[config.mk]
export PLATFORM = sky130hd
export DESIGN_NAME = fan_speed_pid_duty_controller
export DESIGN_NICKNAME = d
export VERILOG_FILES = /design/src/sv/fspd_pkg.sv /design/src/sv/fan_speed_pid_duty_controller.sv /design/src/sv/fspd_csr.sv /design/src/sv/fspd_front.sv /design/src/sv/fspd_queue.sv /design/src/sv/fspd_back.sv
export SDC_FILE = /design/constraint.sdc
export NUM_CORES = 2
export LEC_CHECK = 0
export BUFFER_PORTS_ARGS = -buffer_cell sky130_fd_sc_hd__buf_4
export CORE_AREA = 5 5 448 340
export CTS_CLUSTER_DIAMETER = 30
export DETAILED_ROUTE_END_ITERATION = 6
export DIE_AREA = 0 0 453 345
export HOLD_SLACK_MARGIN = 0.12
export PLACE_DENSITY = 0.59
export SYNTH_ARGS = -nofsm -noshare
export SYNTH_HDL_FRONTEND = slang
export SYNTH_SLANG_ARGS = --single-unit
[constraint.sdc]
create_clock -name clock -period 39.3 [get_ports clock]
set_clock_uncertainty 0.2 [all_clocks]
set_input_delay 3.93 -clock clock [delete_from_list [all_inputs] [get_ports clock]]
set_output_delay 3.93 -clock clock [all_outputs]
set_load 0.05 [all_outputs]
[src/sv/fspd_pkg.sv]
// Shared types and constants for the fan speed PID duty controller.
package fspd_pkg;

   // Fixed point and field widths.
   localparam int GAIN_FRAC_BITS = 12;
   localparam int DUTY_BITS      = 10;
   localparam int SPEED_W        = 16;
   localparam int GAIN_W         = 16;
   localparam int LIMIT_W        = 15;
   localparam int PULSE_W        = 10;
   localparam int INTEG_W        = 16;

   // Internal arithmetic widths.
   localparam int ERR_W       = SPEED_W + 2;
   localparam int INTEG_SUM_W = ERR_W + 1;
   localparam int DERIV_W     = ERR_W + 1;
   localparam int PROD_W      = 36;
   localparam int STEP_W      = PROD_W - GAIN_FRAC_BITS;
   localparam int NEXT_W      = STEP_W + 1;

   // Speed conversion.
   localparam logic [SPEED_W-1:0] RPM_PER_PULSE = SPEED_W'(60);
   localparam logic [SPEED_W-1:0] SPEED_MAX     = SPEED_W'(60000);

   // Queue between the front and the back.
   localparam int QUEUE_DEPTH = 2;
   localparam int QUEUE_PTR_W = 1;
   localparam int QUEUE_CNT_W = 2;

   // Register indexes of the configuration port.
   localparam int CSR_IDX_W  = 3;
   localparam int CSR_DATA_W = 16;
   localparam logic [CSR_IDX_W-1:0] CSR_TARGET_SPEED   = 3'd0;
   localparam logic [CSR_IDX_W-1:0] CSR_GAIN_P         = 3'd1;
   localparam logic [CSR_IDX_W-1:0] CSR_GAIN_I         = 3'd2;
   localparam logic [CSR_IDX_W-1:0] CSR_GAIN_D         = 3'd3;
   localparam logic [CSR_IDX_W-1:0] CSR_INTEGRAL_LIMIT = 3'd4;
   localparam logic [CSR_IDX_W-1:0] CSR_DUTY_FLOOR     = 3'd5;
   localparam logic [CSR_IDX_W-1:0] CSR_DUTY_CEILING   = 3'd6;

   // Input commands.
   localparam logic CMD_MEASURE = 1'b0;
   localparam logic CMD_TICK    = 1'b1;

   // Input transaction payload.
   typedef struct packed {
      logic               command;
      logic [PULSE_W-1:0] tach_pulses;
   } req_type;

   // Result transaction payload.
   typedef struct packed {
      logic [DUTY_BITS-1:0]      duty;
      logic [SPEED_W-1:0]        speed_rpm;
      logic signed [INTEG_W-1:0] error_sum;
   } rsp_type;

   // Configuration register set.
   typedef struct packed {
      logic [SPEED_W-1:0]   target_speed;
      logic [GAIN_W-1:0]    gain_p;
      logic [GAIN_W-1:0]    gain_i;
      logic [GAIN_W-1:0]    gain_d;
      logic [LIMIT_W-1:0]   integral_limit;
      logic [DUTY_BITS-1:0] duty_floor;
      logic [DUTY_BITS-1:0] duty_ceiling;
   } cfg_type;

   // Work passed from the front to the back through the queue.
   typedef struct packed {
      logic                      tick;
      logic                      stop;
      logic signed [PROD_W-1:0]  prod_p;
      logic signed [PROD_W-1:0]  prod_i;
      logic signed [PROD_W-1:0]  prod_d;
      logic [SPEED_W-1:0]        speed_rpm;
      logic signed [INTEG_W-1:0] error_sum;
   } work_type;

endpackage

[src/sv/fan_speed_pid_duty_controller.sv]
// Top level of the fan speed PID duty controller.
//
//   Channel   Direction  Handshake                Carries
//   req_      in         req_valid / req_ready    command, tach_pulses
//   rsp_      out        rsp_valid / rsp_ready    duty, speed_rpm, error_sum
//   csr_      in         csr_valid / csr_ready    csr_index, csr_data
//
// One transaction is accepted per cycle while req_ready is high; its work goes
// into the queue and from there into the result register, where it is taken.
// The front end forms the error, integral and the three gain products in the
// accept cycle; the back end adds them into the duty when it pops the work.
// Reset is synchronous and clears all loop state and the queue.
// A two-entry queue and the result register let either side stall freely;
// req_ready drops only while the queue is full.
module fan_speed_pid_duty_controller (
   input  logic                            clock,
   input  logic                            reset,
   input  logic                            req_valid,
   output logic                            req_ready,
   input  fspd_pkg::req_type               req_payload,
   output logic                            rsp_valid,
   input  logic                            rsp_ready,
   output fspd_pkg::rsp_type               rsp_payload,
   input  logic                            csr_valid,
   output logic                            csr_ready,
   input  logic [fspd_pkg::CSR_IDX_W-1:0]  csr_index,
   input  logic [fspd_pkg::CSR_DATA_W-1:0] csr_data
);
   import fspd_pkg::*;

   cfg_type  cfg;
   logic     loop_clear;
   logic     push;
   work_type push_data;
   logic     queue_full;
   logic     pop;
   logic     work_valid;
   work_type work;

   // Configuration registers.
   fspd_csr u_csr (
      .clock      (clock),
      .reset      (reset),
      .csr_valid  (csr_valid),
      .csr_ready  (csr_ready),
      .csr_index  (csr_index),
      .csr_data   (csr_data),
      .cfg        (cfg),
      .loop_clear (loop_clear)
   );

   // Front end.
   fspd_front u_front (
      .clock       (clock),
      .reset       (reset),
      .req_valid   (req_valid),
      .req_ready   (req_ready),
      .req_payload (req_payload),
      .cfg         (cfg),
      .loop_clear  (loop_clear),
      .queue_full  (queue_full),
      .push        (push),
      .push_data   (push_data)
   );

   // Queue between front and back.
   fspd_queue u_queue (
      .clock     (clock),
      .reset     (reset),
      .push      (push),
      .push_data (push_data),
      .full      (queue_full),
      .pop       (pop),
      .not_empty (work_valid),
      .pop_data  (work)
   );

   // Back end.
   fspd_back u_back (
      .clock       (clock),
      .reset       (reset),
      .work_valid  (work_valid),
      .work        (work),
      .pop         (pop),
      .cfg         (cfg),
      .rsp_valid   (rsp_valid),
      .rsp_ready   (rsp_ready),
      .rsp_payload (rsp_payload)
   );

endmodule

[src/sv/fspd_csr.sv]
// Configuration register file of the fan speed PID duty controller.
module fspd_csr (
   input  logic                          clock,
   input  logic                          reset,
   input  logic                          csr_valid,
   output logic                          csr_ready,
   input  logic [fspd_pkg::CSR_IDX_W-1:0]  csr_index,
   input  logic [fspd_pkg::CSR_DATA_W-1:0] csr_data,
   output fspd_pkg::cfg_type             cfg,
   output logic                          loop_clear
);
   import fspd_pkg::*;

   cfg_type cfg_ff;
   cfg_type cfg_in;
   logic    write_en;

   // Writes are always taken.
   assign csr_ready = 1'b1;
   assign write_en  = csr_valid && csr_ready;

   // Decode the register index; unknown indexes are ignored.
   always_comb begin
      cfg_in = cfg_ff;
      if (write_en) begin
         case (csr_index)
            CSR_TARGET_SPEED:   cfg_in.target_speed   = csr_data[SPEED_W-1:0];
            CSR_GAIN_P:         cfg_in.gain_p         = csr_data[GAIN_W-1:0];
            CSR_GAIN_I:         cfg_in.gain_i         = csr_data[GAIN_W-1:0];
            CSR_GAIN_D:         cfg_in.gain_d         = csr_data[GAIN_W-1:0];
            CSR_INTEGRAL_LIMIT: cfg_in.integral_limit = csr_data[LIMIT_W-1:0];
            CSR_DUTY_FLOOR:     cfg_in.duty_floor     = csr_data[DUTY_BITS-1:0];
            CSR_DUTY_CEILING:   cfg_in.duty_ceiling   = csr_data[DUTY_BITS-1:0];
            default: ;
         endcase
      end
   end

   // A zero target clears the loop memory right away.
   assign loop_clear = write_en && (csr_index == CSR_TARGET_SPEED)
                       && (csr_data[SPEED_W-1:0] == '0);

   always_ff @(posedge clock) begin
      if (reset) begin
         cfg_ff.target_speed   <= '0;
         cfg_ff.gain_p         <= GAIN_W'(410);
         cfg_ff.gain_i         <= GAIN_W'(82);
         cfg_ff.gain_d         <= GAIN_W'(41);
         cfg_ff.integral_limit <= LIMIT_W'(4000);
         cfg_ff.duty_floor     <= DUTY_BITS'(256);
         cfg_ff.duty_ceiling   <= DUTY_BITS'(1023);
      end else begin
         cfg_ff <= cfg_in;
      end
   end

   assign cfg = cfg_ff;

endmodule

[src/sv/fspd_front.sv]
// Front end: accepts transactions, tracks speed and integral, forms gain products.
module fspd_front (
   input  logic              clock,
   input  logic              reset,
   input  logic              req_valid,
   output logic              req_ready,
   input  fspd_pkg::req_type req_payload,
   input  fspd_pkg::cfg_type cfg,
   input  logic              loop_clear,
   input  logic              queue_full,
   output logic              push,
   output fspd_pkg::work_type push_data
);
   import fspd_pkg::*;

   logic [SPEED_W-1:0]            speed_ff, speed_in;
   logic signed [INTEG_W-1:0]     integ_ff, integ_in;
   logic signed [ERR_W-1:0]       prev_err_ff, prev_err_in;

   logic [SPEED_W-1:0]            rpm_raw;
   logic signed [ERR_W-1:0]       err;
   logic signed [INTEG_SUM_W-1:0] integ_sum;
   logic signed [INTEG_SUM_W-1:0] lim_pos;
   logic signed [INTEG_SUM_W-1:0] lim_neg;
   logic signed [INTEG_SUM_W-1:0] integ_clamped;
   logic signed [DERIV_W-1:0]     deriv;
   logic                          is_tick;
   logic                          stop;

   assign req_ready = !queue_full;
   assign push      = req_valid && req_ready;
   assign is_tick   = (req_payload.command == CMD_TICK);
   assign stop      = is_tick && (cfg.target_speed == '0);

   // Pulse count to rpm; saturated to SPEED_MAX when stored as the speed.
   assign rpm_raw = SPEED_W'(req_payload.tach_pulses) * RPM_PER_PULSE;

   // Error, clamped integral and derivative of this tick.
   always_comb begin
      err       = ERR_W'($signed({1'b0, cfg.target_speed}))
                  - ERR_W'($signed({1'b0, speed_ff}));
      integ_sum = INTEG_SUM_W'(integ_ff) + INTEG_SUM_W'(err);
      lim_pos   = INTEG_SUM_W'($signed({1'b0, cfg.integral_limit}));
      lim_neg   = -lim_pos;
      integ_clamped = integ_sum;
      if (integ_clamped > lim_pos) begin
         integ_clamped = lim_pos;
      end
      if (integ_clamped < lim_neg) begin
         integ_clamped = lim_neg;
      end
      deriv = DERIV_W'(err) - DERIV_W'(prev_err_ff);
   end

   // Next loop state.
   always_comb begin
      speed_in    = speed_ff;
      integ_in    = integ_ff;
      prev_err_in = prev_err_ff;
      if (push) begin
         if (!is_tick) begin
            speed_in = (rpm_raw > SPEED_MAX) ? SPEED_MAX : rpm_raw;
         end else if (stop) begin
            integ_in    = '0;
            prev_err_in = '0;
         end else begin
            integ_in    = integ_clamped[INTEG_W-1:0];
            prev_err_in = err;
         end
      end
      if (loop_clear) begin
         integ_in    = '0;
         prev_err_in = '0;
      end
   end

   // Work for the back end: the three gain products and the reported state.
   always_comb begin
      push_data.tick      = is_tick;
      push_data.stop      = stop;
      push_data.prod_p    = $signed({1'b0, cfg.gain_p}) * err;
      push_data.prod_i    = $signed({1'b0, cfg.gain_i}) * integ_clamped;
      push_data.prod_d    = $signed({1'b0, cfg.gain_d}) * deriv;
      push_data.speed_rpm = speed_in;
      push_data.error_sum = integ_in;
   end

   always_ff @(posedge clock) begin
      if (reset) begin
         speed_ff    <= '0;
         integ_ff    <= '0;
         prev_err_ff <= '0;
      end else begin
         speed_ff    <= speed_in;
         integ_ff    <= integ_in;
         prev_err_ff <= prev_err_in;
      end
   end

endmodule

[src/sv/fspd_queue.sv]
// Two-entry queue that decouples the front end from the back end.
module fspd_queue (
   input  logic               clock,
   input  logic               reset,
   input  logic               push,
   input  fspd_pkg::work_type push_data,
   output logic               full,
   input  logic               pop,
   output logic               not_empty,
   output fspd_pkg::work_type pop_data
);
   import fspd_pkg::*;

   work_type                 entries_ff [QUEUE_DEPTH];
   logic [QUEUE_PTR_W-1:0]   wr_ptr_ff, wr_ptr_in;
   logic [QUEUE_PTR_W-1:0]   rd_ptr_ff, rd_ptr_in;
   logic [QUEUE_CNT_W-1:0]   count_ff, count_in;

   assign full      = (count_ff == QUEUE_CNT_W'(QUEUE_DEPTH));
   assign not_empty = (count_ff != '0);
   assign pop_data  = entries_ff[rd_ptr_ff];

   // Pointer and fill count update.
   always_comb begin
      wr_ptr_in = push ? wr_ptr_ff + 1'b1 : wr_ptr_ff;
      rd_ptr_in = pop ? rd_ptr_ff + 1'b1 : rd_ptr_ff;
      count_in  = count_ff;
      if (push && !pop) begin
         count_in = count_ff + 1'b1;
      end else if (pop && !push) begin
         count_in = count_ff - 1'b1;
      end
   end

   always_ff @(posedge clock) begin
      if (reset) begin
         wr_ptr_ff <= '0;
         rd_ptr_ff <= '0;
         count_ff  <= '0;
      end else begin
         wr_ptr_ff <= wr_ptr_in;
         rd_ptr_ff <= rd_ptr_in;
         count_ff  <= count_in;
      end
   end

   // Entry storage carries no reset.
   always_ff @(posedge clock) begin
      if (push) begin
         entries_ff[wr_ptr_ff] <= push_data;
      end
   end

endmodule

[src/sv/fspd_back.sv]
// Back end: sums the gain products, updates the duty and holds the result.
module fspd_back (
   input  logic               clock,
   input  logic               reset,
   input  logic               work_valid,
   input  fspd_pkg::work_type work,
   output logic               pop,
   input  fspd_pkg::cfg_type  cfg,
   output logic               rsp_valid,
   input  logic               rsp_ready,
   output fspd_pkg::rsp_type  rsp_payload
);
   import fspd_pkg::*;

   localparam int ROUND_BIAS = (1 << GAIN_FRAC_BITS) - 1;

   logic [DUTY_BITS-1:0]     duty_ff, duty_in;
   logic                     rsp_valid_ff, rsp_valid_in;
   rsp_type                  rsp_ff, rsp_in;

   logic signed [PROD_W-1:0] sum;
   logic signed [PROD_W-1:0] sum_biased;
   logic signed [STEP_W-1:0] step;
   logic signed [NEXT_W-1:0] next;
   logic signed [NEXT_W-1:0] ceil_ext;
   logic signed [NEXT_W-1:0] floor_ext;

   // Take work whenever the result register is free or being drained.
   assign pop = work_valid && (!rsp_valid_ff || rsp_ready);

   // Duty step: sum truncated toward zero, then clamped (floor wins).
   always_comb begin
      sum        = work.prod_p + work.prod_i + work.prod_d;
      sum_biased = sum + (sum[PROD_W-1] ? PROD_W'(ROUND_BIAS) : '0);
      step       = STEP_W'(sum_biased >>> GAIN_FRAC_BITS);
      ceil_ext   = NEXT_W'($signed({1'b0, cfg.duty_ceiling}));
      floor_ext  = NEXT_W'($signed({1'b0, cfg.duty_floor}));
      next       = NEXT_W'($signed({1'b0, duty_ff})) + NEXT_W'(step);
      if (next > ceil_ext) begin
         next = ceil_ext;
      end
      if (next < floor_ext) begin
         next = floor_ext;
      end
   end

   // Next duty and result register.
   always_comb begin
      duty_in      = duty_ff;
      rsp_in       = rsp_ff;
      rsp_valid_in = rsp_valid_ff;
      if (rsp_valid_ff && rsp_ready) begin
         rsp_valid_in = 1'b0;
      end
      if (pop) begin
         if (work.tick) begin
            duty_in = work.stop ? '0 : next[DUTY_BITS-1:0];
         end
         rsp_in.duty      = duty_in;
         rsp_in.speed_rpm = work.speed_rpm;
         rsp_in.error_sum = work.error_sum;
         rsp_valid_in     = 1'b1;
      end
   end

   always_ff @(posedge clock) begin
      if (reset) begin
         duty_ff      <= '0;
         rsp_valid_ff <= 1'b0;
      end else begin
         duty_ff      <= duty_in;
         rsp_valid_ff <= rsp_valid_in;
      end
   end

   // Result payload carries no reset.
   always_ff @(posedge clock) begin
      rsp_ff <= rsp_in;
   end

   assign rsp_valid   = rsp_valid_ff;
   assign rsp_payload = rsp_ff;

endmodule

==> impl_summary.log <==
[metrics] gate count after technology mapping: just over 6,000
[metrics] dominant register cell in the synthesized netlist: sky130_fd_sc_hd__edfxtp_1
[metrics] Die Area: 0.156 mm2
[metrics] vias after detailed routing: 41,800
[metrics] final number of max-transition violations: 0
[metrics] dominant cell type by count on the critical path: sky130_fd_sc_hd__o21ai_0
[metrics] most frequent standard cell in the layout excluding fill and tap cells: sky130_fd_sc_hd__inv_1
[metrics] CTS max path bufs: 3
[metrics] number of optimization iterations in the first detailed-route pass: 5
[metrics] arrival time of the worst setup path: around 17 ns
[metrics] flops & latches, synth: 486
[metrics] vias in the first global route: 43,400
[metrics] routed wire length: ~160,000 um
[metrics] number of clock sinks: approximately 490
[metrics] routed vias/inst: just over 5
[metrics] Core Footprint: between 0.1 and 0.15 mm2
[metrics] RSZ-0062 raised after global routing: no
[metrics] ranking of synthesized cells by area: sky130_fd_sc_hd__fa_1 (30%), sky130_fd_sc_hd__edfxtp_1 (17%), sky130_fd_sc_hd__ha_1 (10%)
[metrics] final worst path period need: 17.13 ns
[metrics] Final Worst Setup Slack: approximately 22 ns
[metrics] Layout area overhead: 11.1%
[metrics] starting utilization of the core area: 0.395
[metrics] total congestion overflow after global routing: 0
[metrics] Hold Vio Cnt, Final: 0
[metrics] final net count: between 7,000 and 8,000
[metrics] Seq/Total Area, Yosys: 0.222
[metrics] number of warnings issued by yosys: 0
[metrics] remaining routing DRC violations: 0
[metrics] CTS Root Buffer Type: sky130_fd_sc_hd__clkbuf_16
[metrics] CP Launch Type: register
[metrics] most frequent cells in the layout: sky130_fd_sc_hd__inv_1 (1,156), sky130_fd_sc_hd__fa_1 (880), sky130_fd_sc_hd__nand2_1 (860)
[metrics] worst rel slew slack: 0.227
[metrics] maximum fanout along the worst path: 29
[metrics] floorplan die height: 345 um
[metrics] # Post-CTS Setup Buffers: 0
[metrics] required time worst endpoint: 39.53 ns
[metrics] dpl hpwl: ~130,000 um
[metrics] Net Count, Synth: about 7,500
[metrics] Max Cap Viol: 0
[metrics] core occupancy in the finished layout: 0.439
[metrics] Worst Setup Slack post-DPL: around 22 ns
[metrics] H-Tree Depth: 3
[metrics] die boundary width: roughly 450 um
[metrics] maximum achievable frequency: 0.0584 GHz
[metrics] crit end category: register
[metrics] post-synthesis cell type count: around 110
[metrics] status: finished, final reports clean
[metrics] antenna viol nets, final: 0
[metrics] async set-or-reset flop fraction in the synthesized netlist: 0
[metrics] Worst-Margin Slew: roughly 1.2 ns
[metrics] row cnt: between 100 and 150
[metrics] mean routed wirelength per cell: between 15 and 20 um
[metrics] fraction of layout instances using a drive strength above 1: 0.0918
[metrics] Port Buffers: between 70 and 80
[metrics] latest clock arrival within the worst-skew pair: about 0.70 ns
[metrics] largest net degree at the start of global routing: 73
[metrics] count of cells resized by post-cts repair: 0
[metrics] Slowest Stage Delay on Critical Path: just under 0.8 ns
[metrics] cell with the largest stage delay on the worst path: sky130_fd_sc_hd__nor2_2
[metrics] CTS Buf Count: 100
[metrics] GP Congestion: a little over 0.9
[metrics] # diodes: 0
[metrics] first-pass GRT wire length: between 200,000 and 300,000 um
[metrics] clock transition time at the flip-flop clock pins of the worst setup and hold paths: approximately 0.050 ns
[metrics] fraction of synthesized cell area taken by the top area cell type: 0.301
[metrics] mean instance size in the synthesized netlist: 9.60 um2
[metrics] TritonCTS clock tree: built
[metrics] Final Setup Violations: 0
[metrics] Worst Hold Class: register to register
[metrics] synthesized area: 0.0585 mm2
[metrics] Boundary Pins: 80
[metrics] cell taking the most area after synthesis: sky130_fd_sc_hd__fa_1
[metrics] Total Negative Setup Slacks: 0 ns
[metrics] CTS Hold Bufs: 0
[metrics] final worst path period share: 0.436
[metrics] antenna violations before repair: 6
[metrics] number of synthesized flops with an enable pin: 322
[metrics] All-Layer GR Usage: 0.209
[metrics] Crit Path Category: register to register
[metrics] number of design-rule violations left by the first detailed-router iteration: just over 3,000
==> cell type report <==
class,instances,area (um2)
Tap cell,2000,2500
Timing Repair Buffer,145,1090
Clock buffer,111,2630
Multi-Input combinational cell,4218,40400
Clock inverter,78,1040
Inverter,1157,4340
Fill cell,14200,83100
Sequential cell,486,13000
==> worst max-delay path: cells and delay by family, from the launching register on <==
| family | cells | cell delay [ns] |
|---|---|---|
| flip-flops | 1 | 0.35 |
| adder cells (fa/ha/maj) | 11 | 3.90 |
| AO/OA/AOI/OAI | 33 | 7.61 |
| multiplexers | 1 | 0.58 |
| XOR/XNOR | 2 | 0.35 |
| AND/OR/NAND/NOR | 14 | 3.50 |
| buffers and inverters | 6 | 0.33 |
==> cells in the mapped netlist (all sizes together) (32+ instances only) <==
cell	instances
clkbuf	200
o21ai	162
dfxtp	164
mux2	142
a31oi	34
buf	32
edfxtp	322
a21boi	35
fa	880
nand3	53
inv	1157
nor3	58
ha	487
xor2	52
nand2	860
a21oi	231
nor2	228
nor2b	111
xnor2	139
o21a	38
a21o	43
and2	330
==> registers in the layout (all words and copies together), names as in the netlist, named ones only <==
register	cells
u_back.rsp_payload	42
u_queue.rd_ptr_ff	1
u_back.rsp_valid	1
u_back.duty_ff	10
u_queue.count_ff	2
u_queue.wr_ptr_ff	1
u_front.prev_err_ff	17
u_queue.entries_ff	280
u_front.speed_ff	16
u_front.integ_ff	16
u_csr.cfg	99
==> through the flow <==
stage          hold slack (ns)  instance area [um2]  cells
4_1_cts                  0.265                64900   8195
3_5_place_dp             0.258                61300   8006
5_1_grt                  0.284                64900   8195
6_report                 0.265                64900   8195
2_1_floorplan            0.232                58500   6093
3_3_place_gp             0.241                61300   8006
==> routing by layer <==
metal	wire length [um]	global-route usage	up-vias
li1	-	-	19300
met1	76600	0.310	21100
met5	40	0	-
met2	68800	0.314	1197
met3	11600	0.0423	217
met4	4330	0.0509	6
==> kinds of logic after synthesis <==
family / after synthesis / share of synthesized area
and+or+nand+nor: 1798 / 0.146
buffers and inverters: 1389 / 0.0902
adders and majority gates: 1367 / 0.406
AOI/OAI and AO/OA: 690 / 0.0755
DFF: 486 / 0.222
xor gates and xnor gates: 192 / 0.0294
muxes: 170 / 0.0322
other: 1 / 0.0000641
==> final timing paths <==
check,from,endpoint,slack (ns),cells past startpoint
min reg2reg,u_csr.cfg[14]$_SDFFE_PP0P_,u_csr.cfg[14]$_SDFFE_PP0P_,0.26,2
max,u_front.speed_ff[1]$_SDFF_PP0_,u_queue.entries_ff[0][100]$_DFFE_PP_,22.17,67
min,u_csr.cfg[14]$_SDFFE_PP0P_,u_csr.cfg[14]$_SDFFE_PP0P_,0.26,2
max reg2reg,u_front.speed_ff[1]$_SDFF_PP0_,u_queue.entries_ff[0][100]$_DFFE_PP_,22.17,67
Power is left out: the tool's default activity adds up to more than one toggle a clock period on the data nets, which glitch-free logic cannot reach.
